### config.mk
export PLATFORM = sky130hd
export DESIGN_NAME = platform_interrupt_controller
export DESIGN_NICKNAME = d
export VERILOG_FILES = /design/src/hdl/plic_pkg.sv /design/src/hdl/platform_interrupt_controller.sv
export SDC_FILE = /design/constraint.sdc
export NUM_CORES = 1
export LEC_CHECK = 0
export BUFFER_PORTS_ARGS = -buffer_cell sky130_fd_sc_hd__buf_2
export CORE_MARGIN = 3
export CORE_UTILIZATION = 35
export DETAILED_ROUTE_END_ITERATION = 6
export MAX_ROUTING_LAYER = met4
export PLACE_DENSITY = 0.55
export SLEW_MARGIN = 20
export SYNTH_ARGS = -nofsm -noshare
export SYNTH_HDL_FRONTEND = slang
export SYNTH_SLANG_ARGS = --single-unit
### constraint.sdc
create_clock -name clk -period 18.6 [get_ports clk]
set_input_delay 1.86 -clock clk [delete_from_list [all_inputs] [get_ports clk]]
set_output_delay 1.86 -clock clk [all_outputs]
set_load 0.005 [all_outputs]
### src/hdl/plic_pkg.sv
// ----------------------------------------------------------------------------
// plic_pkg: shared types, constants and functions
// Register map constants, command codes and source selection helpers.
// ----------------------------------------------------------------------------
package plic_pkg;

  localparam int NUM_SOURCES  = 32;
  localparam int NUM_CONTEXTS = 2;
  localparam int PRIO_MAX     = 7;

  localparam int SRC_W  = $clog2(NUM_SOURCES);
  localparam int CTX_W  = 1;
  localparam int PRIO_W = $clog2(PRIO_MAX + 1);
  localparam int ADDR_W = 22;
  localparam int DATA_W = 32;

  localparam logic [ADDR_W-1:0] PEND_BASE = ADDR_W'(32'h0000_1000);
  localparam logic [ADDR_W-1:0] EN_BASE   = ADDR_W'(32'h0000_2000);
  localparam logic [ADDR_W-1:0] CTX_BASE  = ADDR_W'(32'h0020_0000);

  localparam logic [11:0] CTX_REG_THRESHOLD = 12'h000;
  localparam logic [11:0] CTX_REG_CLAIM     = 12'h004;

  typedef enum logic [1:0] {
    CMD_READ   = 2'd0,
    CMD_WRITE  = 2'd1,
    CMD_SAMPLE = 2'd2
  } cmd_t;

  typedef logic [NUM_SOURCES-1:0][PRIO_W-1:0] prio_arr_t;
  typedef logic [NUM_SOURCES-1:0]             src_vec_t;

  function automatic logic [PRIO_W-1:0] sat_prio(logic [DATA_W-1:0] v);
    logic [PRIO_W-1:0] r;
    if (v > DATA_W'(PRIO_MAX)) begin
      r = PRIO_W'(PRIO_MAX);
    end else begin
      r = v[PRIO_W-1:0];
    end
    return r;
  endfunction

  function automatic src_vec_t above_mask(prio_arr_t prio, logic [PRIO_W-1:0] thr);
    src_vec_t m;
    for (int s = 0; s < NUM_SOURCES; s++) begin
      m[s] = (prio[s] > thr);
    end
    return m;
  endfunction

  // highest priority wins, lowest ID on ties
  function automatic logic [SRC_W-1:0] best_src(src_vec_t elig, prio_arr_t prio);
    logic [PRIO_MAX:0] lvl_any;
    logic [PRIO_W-1:0] top;
    src_vec_t          hit;
    src_vec_t          low;
    logic [SRC_W-1:0]  id;
    for (int lv = 0; lv <= PRIO_MAX; lv++) begin
      lvl_any[lv] = 1'b0;
      for (int s = 0; s < NUM_SOURCES; s++) begin
        lvl_any[lv] = lvl_any[lv] | (elig[s] & (prio[s] == PRIO_W'(lv)));
      end
    end
    top = '0;
    for (int lv = 0; lv <= PRIO_MAX; lv++) begin
      if (lvl_any[lv]) begin
        top = PRIO_W'(lv);
      end
    end
    for (int s = 0; s < NUM_SOURCES; s++) begin
      hit[s] = elig[s] & (prio[s] == top);
    end
    low = hit & (~hit + src_vec_t'(1));
    id  = '0;
    for (int s = 0; s < NUM_SOURCES; s++) begin
      id = id | (low[s] ? SRC_W'(s) : '0);
    end
    return id;
  endfunction

endpackage

### src/hdl/platform_interrupt_controller.sv
// ----------------------------------------------------------------------------
// platform_interrupt_controller: platform-level interrupt controller
// Priorities, pending and in-flight bits, per-context enables, thresholds,
// claim and complete, behind a bus read/write and line sample channel.
// ----------------------------------------------------------------------------
// Usage:
//   Input channel (in_valid/in_ready) carries one beat per command: a bus
//   read, a bus write, or a sample of the source lines. Each beat yields one
//   result beat on the output channel (out_valid/out_ready) with read data
//   (claim ID on a claim read), the per-context notification after the
//   update, and a flag for an address that decodes to no register.
//   An accepted beat lands in an input register; once the result register
//   is empty or being taken, the update pass changes the state and loads it,
//   raising out_valid. Throughput: one beat per cycle while the receiver
//   takes results, set by the single update pass from input to result reg.
//   A stalled receiver holds the result register; one more beat waits in the
//   input register, after which in_ready drops until the result is taken.
//   Reset clears all priorities, pending, in-flight, enable and threshold
//   state and empties both registers.
// ----------------------------------------------------------------------------
module platform_interrupt_controller (
  input  logic                                 clk,
  input  logic                                 rst_n,
  input  logic                                 in_valid,
  output logic                                 in_ready,
  input  logic [1:0]                           in_cmd,
  input  logic [plic_pkg::ADDR_W-1:0]          in_addr,
  input  logic [plic_pkg::DATA_W-1:0]          in_wdata,
  input  logic [plic_pkg::NUM_SOURCES-1:0]     in_irq_lines,
  output logic                                 out_valid,
  input  logic                                 out_ready,
  output logic [plic_pkg::DATA_W-1:0]          out_rdata,
  output logic [plic_pkg::NUM_CONTEXTS-1:0]    out_irq_out,
  output logic                                 out_bad_access
);

  localparam int NS = plic_pkg::NUM_SOURCES;
  localparam int NC = plic_pkg::NUM_CONTEXTS;
  localparam int PW = plic_pkg::PRIO_W;
  localparam int SW = plic_pkg::SRC_W;
  localparam int AW = plic_pkg::ADDR_W;
  localparam int DW = plic_pkg::DATA_W;

  logic                  s1_valid_r;
  logic [1:0]            in_cmd_r;
  logic [AW-1:0]         in_addr_r;
  logic [DW-1:0]         in_wdata_r;
  logic [NS-1:0]         in_lines_r;

  plic_pkg::prio_arr_t   prio_r, prio_nxt;
  plic_pkg::src_vec_t    pend_r, pend_nxt;
  plic_pkg::src_vec_t    infl_r, infl_nxt;
  plic_pkg::src_vec_t    en_r   [NC];
  plic_pkg::src_vec_t    en_nxt [NC];
  logic [PW-1:0]         thr_r  [NC];
  logic [PW-1:0]         thr_nxt[NC];

  logic                  out_valid_r;
  logic [DW-1:0]         out_rdata_r, rdata_nxt;
  logic [NC-1:0]         out_irq_r, irq_nxt;
  logic                  out_bad_r, bad_nxt;

  logic                  s1_fire;
  logic                  wr;
  logic [SW-1:0]         src;
  logic [plic_pkg::CTX_W-1:0] cx_en, cx_ctx;
  logic [11:0]           ctx_reg;
  logic [SW-1:0]         claim_id;
  plic_pkg::src_vec_t    elig_cx;
  logic [SW-1:0]         cpl_id;

  assign s1_fire  = s1_valid_r && (!out_valid_r || out_ready);
  assign in_ready = !s1_valid_r || s1_fire;

  assign wr      = (plic_pkg::cmd_t'(in_cmd_r) == plic_pkg::CMD_WRITE);
  assign src     = in_addr_r[SW+1:2];
  assign cx_en   = in_addr_r[7];
  assign cx_ctx  = in_addr_r[12];
  assign ctx_reg = in_addr_r[11:0];
  assign cpl_id  = in_wdata_r[SW-1:0];

  assign elig_cx  = pend_r & en_r[cx_ctx] & plic_pkg::above_mask(prio_r, thr_r[cx_ctx]);
  assign claim_id = plic_pkg::best_src(elig_cx, prio_r);

  always_comb begin
    prio_nxt  = prio_r;
    pend_nxt  = pend_r;
    infl_nxt  = infl_r;
    en_nxt    = en_r;
    thr_nxt   = thr_r;
    rdata_nxt = '0;
    bad_nxt   = 1'b0;
    case (plic_pkg::cmd_t'(in_cmd_r)) inside
      plic_pkg::CMD_SAMPLE: begin
        pend_nxt = pend_r | (in_lines_r & ~infl_r & ~plic_pkg::src_vec_t'(1));
      end
      plic_pkg::CMD_READ, plic_pkg::CMD_WRITE: begin
        if (in_addr_r[1:0] != 2'b00) begin
          bad_nxt = 1'b1;
        end else if (in_addr_r < plic_pkg::PEND_BASE) begin
          if (in_addr_r[11:SW+2] != '0) begin
            bad_nxt = 1'b1;
          end else if (wr) begin
            if (src != '0) begin
              prio_nxt[src] = plic_pkg::sat_prio(in_wdata_r);
            end
          end else begin
            rdata_nxt = DW'(prio_r[src]);
          end
        end else if (in_addr_r < plic_pkg::EN_BASE) begin
          if (in_addr_r != plic_pkg::PEND_BASE) begin
            bad_nxt = 1'b1;
          end else if (!wr) begin
            rdata_nxt = DW'(pend_r);
          end
        end else if (in_addr_r < plic_pkg::CTX_BASE) begin
          if (in_addr_r[20:8] != plic_pkg::EN_BASE[20:8] || in_addr_r[6:2] != '0) begin
            bad_nxt = 1'b1;
          end else if (wr) begin
            en_nxt[cx_en] = in_wdata_r[NS-1:0] & ~plic_pkg::src_vec_t'(1);
          end else begin
            rdata_nxt = DW'(en_r[cx_en]);
          end
        end else begin
          if (in_addr_r[20:13] != '0 ||
              (ctx_reg != plic_pkg::CTX_REG_THRESHOLD && ctx_reg != plic_pkg::CTX_REG_CLAIM)) begin
            bad_nxt = 1'b1;
          end else if (ctx_reg == plic_pkg::CTX_REG_THRESHOLD) begin
            if (wr) begin
              thr_nxt[cx_ctx] = plic_pkg::sat_prio(in_wdata_r);
            end else begin
              rdata_nxt = DW'(thr_r[cx_ctx]);
            end
          end else if (wr) begin
            if (in_wdata_r[DW-1:SW] == '0 && cpl_id != '0 && en_r[cx_ctx][cpl_id]) begin
              infl_nxt[cpl_id] = 1'b0;
            end
          end else begin
            if (claim_id != '0) begin
              pend_nxt[claim_id] = 1'b0;
              infl_nxt[claim_id] = 1'b1;
            end
            rdata_nxt = DW'(claim_id);
          end
        end
      end
      default: begin
      end
    endcase
    for (int c = 0; c < NC; c++) begin
      irq_nxt[c] = |(pend_nxt & en_nxt[c] & plic_pkg::above_mask(prio_nxt, thr_nxt[c]));
    end
  end

  always_ff @(posedge clk) begin
    if (!rst_n) begin
      s1_valid_r  <= 1'b0;
      out_valid_r <= 1'b0;
      prio_r      <= '0;
      pend_r      <= '0;
      infl_r      <= '0;
      for (int c = 0; c < NC; c++) begin
        en_r[c]  <= '0;
        thr_r[c] <= '0;
      end
    end else begin
      if (in_ready) begin
        s1_valid_r <= in_valid;
      end
      if (s1_fire) begin
        out_valid_r <= 1'b1;
        prio_r      <= prio_nxt;
        pend_r      <= pend_nxt;
        infl_r      <= infl_nxt;
        en_r        <= en_nxt;
        thr_r       <= thr_nxt;
      end else if (out_ready) begin
        out_valid_r <= 1'b0;
      end
    end
  end

  always_ff @(posedge clk) begin
    if (in_valid && in_ready) begin
      in_cmd_r   <= in_cmd;
      in_addr_r  <= in_addr;
      in_wdata_r <= in_wdata;
      in_lines_r <= in_irq_lines;
    end
    if (s1_fire) begin
      out_rdata_r <= rdata_nxt;
      out_irq_r   <= irq_nxt;
      out_bad_r   <= bad_nxt;
    end
  end

  assign out_valid      = out_valid_r;
  assign out_rdata      = out_rdata_r;
  assign out_irq_out    = out_irq_r;
  assign out_bad_access = out_bad_r;

endmodule

==> results.md <==
* Outcome: complete, no violations
* Global router's overall resource usage at 0.3483
* Comb pwr share at 0.048
* Synth area leaders: dfxtp_1 (15%), edfxtp_1 (12%), ha_1 (12%)
* Hold depth at 2
* Largest net degree at the start of global routing at 90
* Crit end category: flip-flop
* Final Hold Viols at 0
* Gr busiest metal: met2
* H-Tree Depth at 2
* Worst-Skew Late Latency at roughly 0.59 ns
* Clock tree buffer depth at 3
* Worst slack at placement at about 7.7 ns
* Pwr dens at 52.98 nW/µm²
* Reg2reg path depth at 23
* Final Power at 1.754 mW
* Share of layout cells above drive strength 1 at 0.1263
* Max-slew headroom at 0.1598
* Share of power burned in registers at 0.475
* Syn Inst Count at 3638
* Fill cells at around 8700
* Fin worst setup slack at 7.252 ns
* Switch share at 0.2479
* Vias post-DR at 30730
* Crit Path Class: flip-flop to flip-flop
* Core area at 84090 µm²
* Final worst path period need at 11.35 ns
* Met2 Track Usage GR at 0.5024
* Synth cell types at 107
* 1st-pass router iterations at 6
* Synth warn at 0
* Initial antenna violation count at 10
* LEAKAGE at 11.92 nW
* Die X-Extent at 298.3 µm
* Hold buffer count at CTS at 0
* PortBufs at 127
* WL per Instance at 32.26 µm
* Slew Viols, Final at 0
* Switching power at 0.4349 mW
* Max rail drop VDD at 0.07467 mV
* Post-synth top area share at 0.1547
* Final HPWL DP at 121.2 mm
* Max-cap viol count at 0
* CTS clock-pin slew for the worst setup and hold paths at 0.07 ns
* TNS Setup at 0 ns
* Synthesized area per cell at ~8.2 µm²
* Placer congestion estimate at ~1.1
* DRT antenna net count at 0
* Design area at 33110 µm²
* Fin Hold WS at roughly 0.48 ns
* Setup violators final at 0
* Hold Crit Class: flip-flop to flip-flop
* Synth Flop Type: dfxtp_1
* Total congestion overflow at 0
* Root Buffer: clkbuf_16
* Global-route met3 utilization at 0.06413
* DR iter-0 viols at between 4000 and 5000
* Met1 usage at 0.4705
* Int Pwr at between 1 and 1.5 mW
* RSZ-0062 raised after global routing: false
* Register Area at roughly 8300 µm²
* Crit Path Max Fanout at 33
* Synth async-reset ratio at 0
* TritonCTS clock tree: yes
* Nets@finish at just over 4000
* Via/cell ratio at 6.361
* Number of enable flip-flop cells after synthesis at 122
* FMAX at 88.12 MHz
* Die area at 88960 µm²
* Area after DPL at around 32000 µm²
* Post-CTS setup buffer count at 0
* DRT Wirelength at 155.9 mm
* Clock power share at 0.477
* Arr. time, crit path at ~12 ns
* Footprint of the multi-input gates at 20240 µm²
* Die height at 298.3 µm
* Final Skew at 0.03024 ns
* Inserted Clock Buffers at 39
* Area grow syn2layout at 10.74%
* Post-CTS resize count at 0
* CP Data Required Time at 18.89 ns
* Seq/Total Area, Yosys at 0.2772
* Effective utilization at floorplan at 0.3555
* Mapped Nets at 4018
* Vias in the first global route at 28040
* DRC viols at 0
* Synthesized area at 29900 µm²
* Clock sinks at 353
* Cell taking the most area after synthesis: dfxtp_1
* Rows at between 100 and 150
* Tcrit/Tclk final at 0.6101
* Slew @ Worst Pin at about 1.3 ns
* Synthesis-stage register bit count at 353
* Crit path launch type: flip-flop
* IO Count at 129
* First-pass GRT wire length at around 220 mm
[logic make-up after synthesis]
kind of cell / count (synthesis) / share of synthesized area
mux: 210 / 0.08772
buf+inv: 369 / 0.05056
xor+xnor: 32 / 0.009375
flops: 353 / 0.2772
compound gates: 945 / 0.2097
simple gates: 1441 / 0.2449
fa+ha+maj: 288 / 0.1205
[cells in the mapped netlist, types with 12 or more instances]
cell,n
and3_1,49
nor2_1,332
or2_2,15
mux4_2,33
nand4b_1,16
a211oi_1,21
and2_1,33
or3_1,18
mux2i_1,100
inv_1,136
a22oi_1,38
o32ai_1,12
or4_1,22
o2111ai_1,24
xor2_1,14
mux2_2,67
a311oi_1,36
clkbuf_1,186
a21o_1,45
nand2b_1,49
nand4_1,73
nor2b_1,66
o211ai_1,49
o22ai_1,36
nor3_1,62
o31ai_1,15
nor3b_1,14
edfxtp_1,122
nand3b_1,36
ha_1,288
nand3_1,121
o21ai_0,97
nand2_1,412
xnor2_1,18
a31oi_1,75
o21a_1,37
a21oi_1,326
nor4_1,51
buf_1,23
dfxtp_1,231
[power groups by stage]
stage	Clock, mW	Sequential [mW]	Combinational, mW
after floorplan	0	0.839	0.0500
after global placement	0	0.849	0.0829
after detailed placement	0	0.849	0.0834
after CTS	0.849	0.832	0.0835
after global routing	0.875	0.833	0.0902
final	0.836	0.833	0.0848
[routing by layer]
layer  up-vias  part of all wire
li1      13710                 -
met1     14920              0.42
met2      1768              0.42
met3       335              0.10
met4         0             0.059
met5         -                 0
[cell type report]
cell class                 count  share of cell area
clock buffer                  47             0.03193
clock inverter                24            0.008503
inverter                     137             0.01576
sequential                   353              0.2503
antenna                        7           0.0005291
timing repair buffer         213             0.03870
multi-input combinational   2916              0.6114
tap                         1134             0.04286
[worst paths after layout]
path	from	endpoint	slack, ns
worst min register to register	infl_r[27]	infl_r[27]	0.48
worst max-delay path	in_addr_r[12]	out_irq_out[1]	7.25
worst min-delay path	infl_r[27]	infl_r[27]	0.48
worst max register to register	in_addr_r[12]	out_irq_out[1]	7.25
[registers in the layout, indices dropped and copies added (netlist names), 2 cells and up]
signal,flops
pend_r,32
thr_r,6
out_rdata,32
in_addr_r,22
en_r,64
infl_r,31
in_lines_r,31
prio_r,96
out_irq_out,2
in_cmd_r,2
in_wdata_r,32
[per-stage QoR]
step	utilization	instances
4_1_cts	0.3934	4824
2_1_floorplan	-	3638
3_3_place_gp	0.3774	4753
6_report	0.3937	4831
3_5_place_dp	0.3774	4753
5_1_grt	0.3937	4830
[worst max-delay path, stage by stage (launching register included)]
cell	delay (ns)
edfxtp_1	0.32
buf_4	0.34
mux2i_4	0.29
buf_4	0.57
ha_1	0.38
nor2b_1	0.14
a221oi_1	0.59
nor4_1	0.19
nor4b_1	0.47
nor4bb_1	0.51
nand3_1	0.45
nor2_4	0.20
buf_4	0.53
xor2_1	0.15
a222oi_1	0.99
o32ai_1	0.38
or4b_1	0.63
or3_1	0.63
nor4_4	0.72
o22ai_1	0.21
or4b_1	0.48
or4_1	0.68
or4_1	0.44
or4_1	0.56
[cells in the final DEF (no fill, tap or decap), drive strengths merged, types with 33 or more instances in the layout]
cell type and count:
mux4 33, nor2 335, ha 288, a31oi 75
and2 35, nor3 66, nand2 413, a21oi 327
clkbuf 47, o21a 37, a22oi 38, nor2b 66
o21ai 102, mux2 77, edfxtp 122, buf 213
mux2i 100, nor4 55, inv 138, nand2b 49
nand4 74, a311oi 46, nand3 123, dfxtp 231
a21o 45, and3 53, o211ai 50, nand3b 37
o22ai 36
Note: power is estimated with default switching activity, not from simulation.
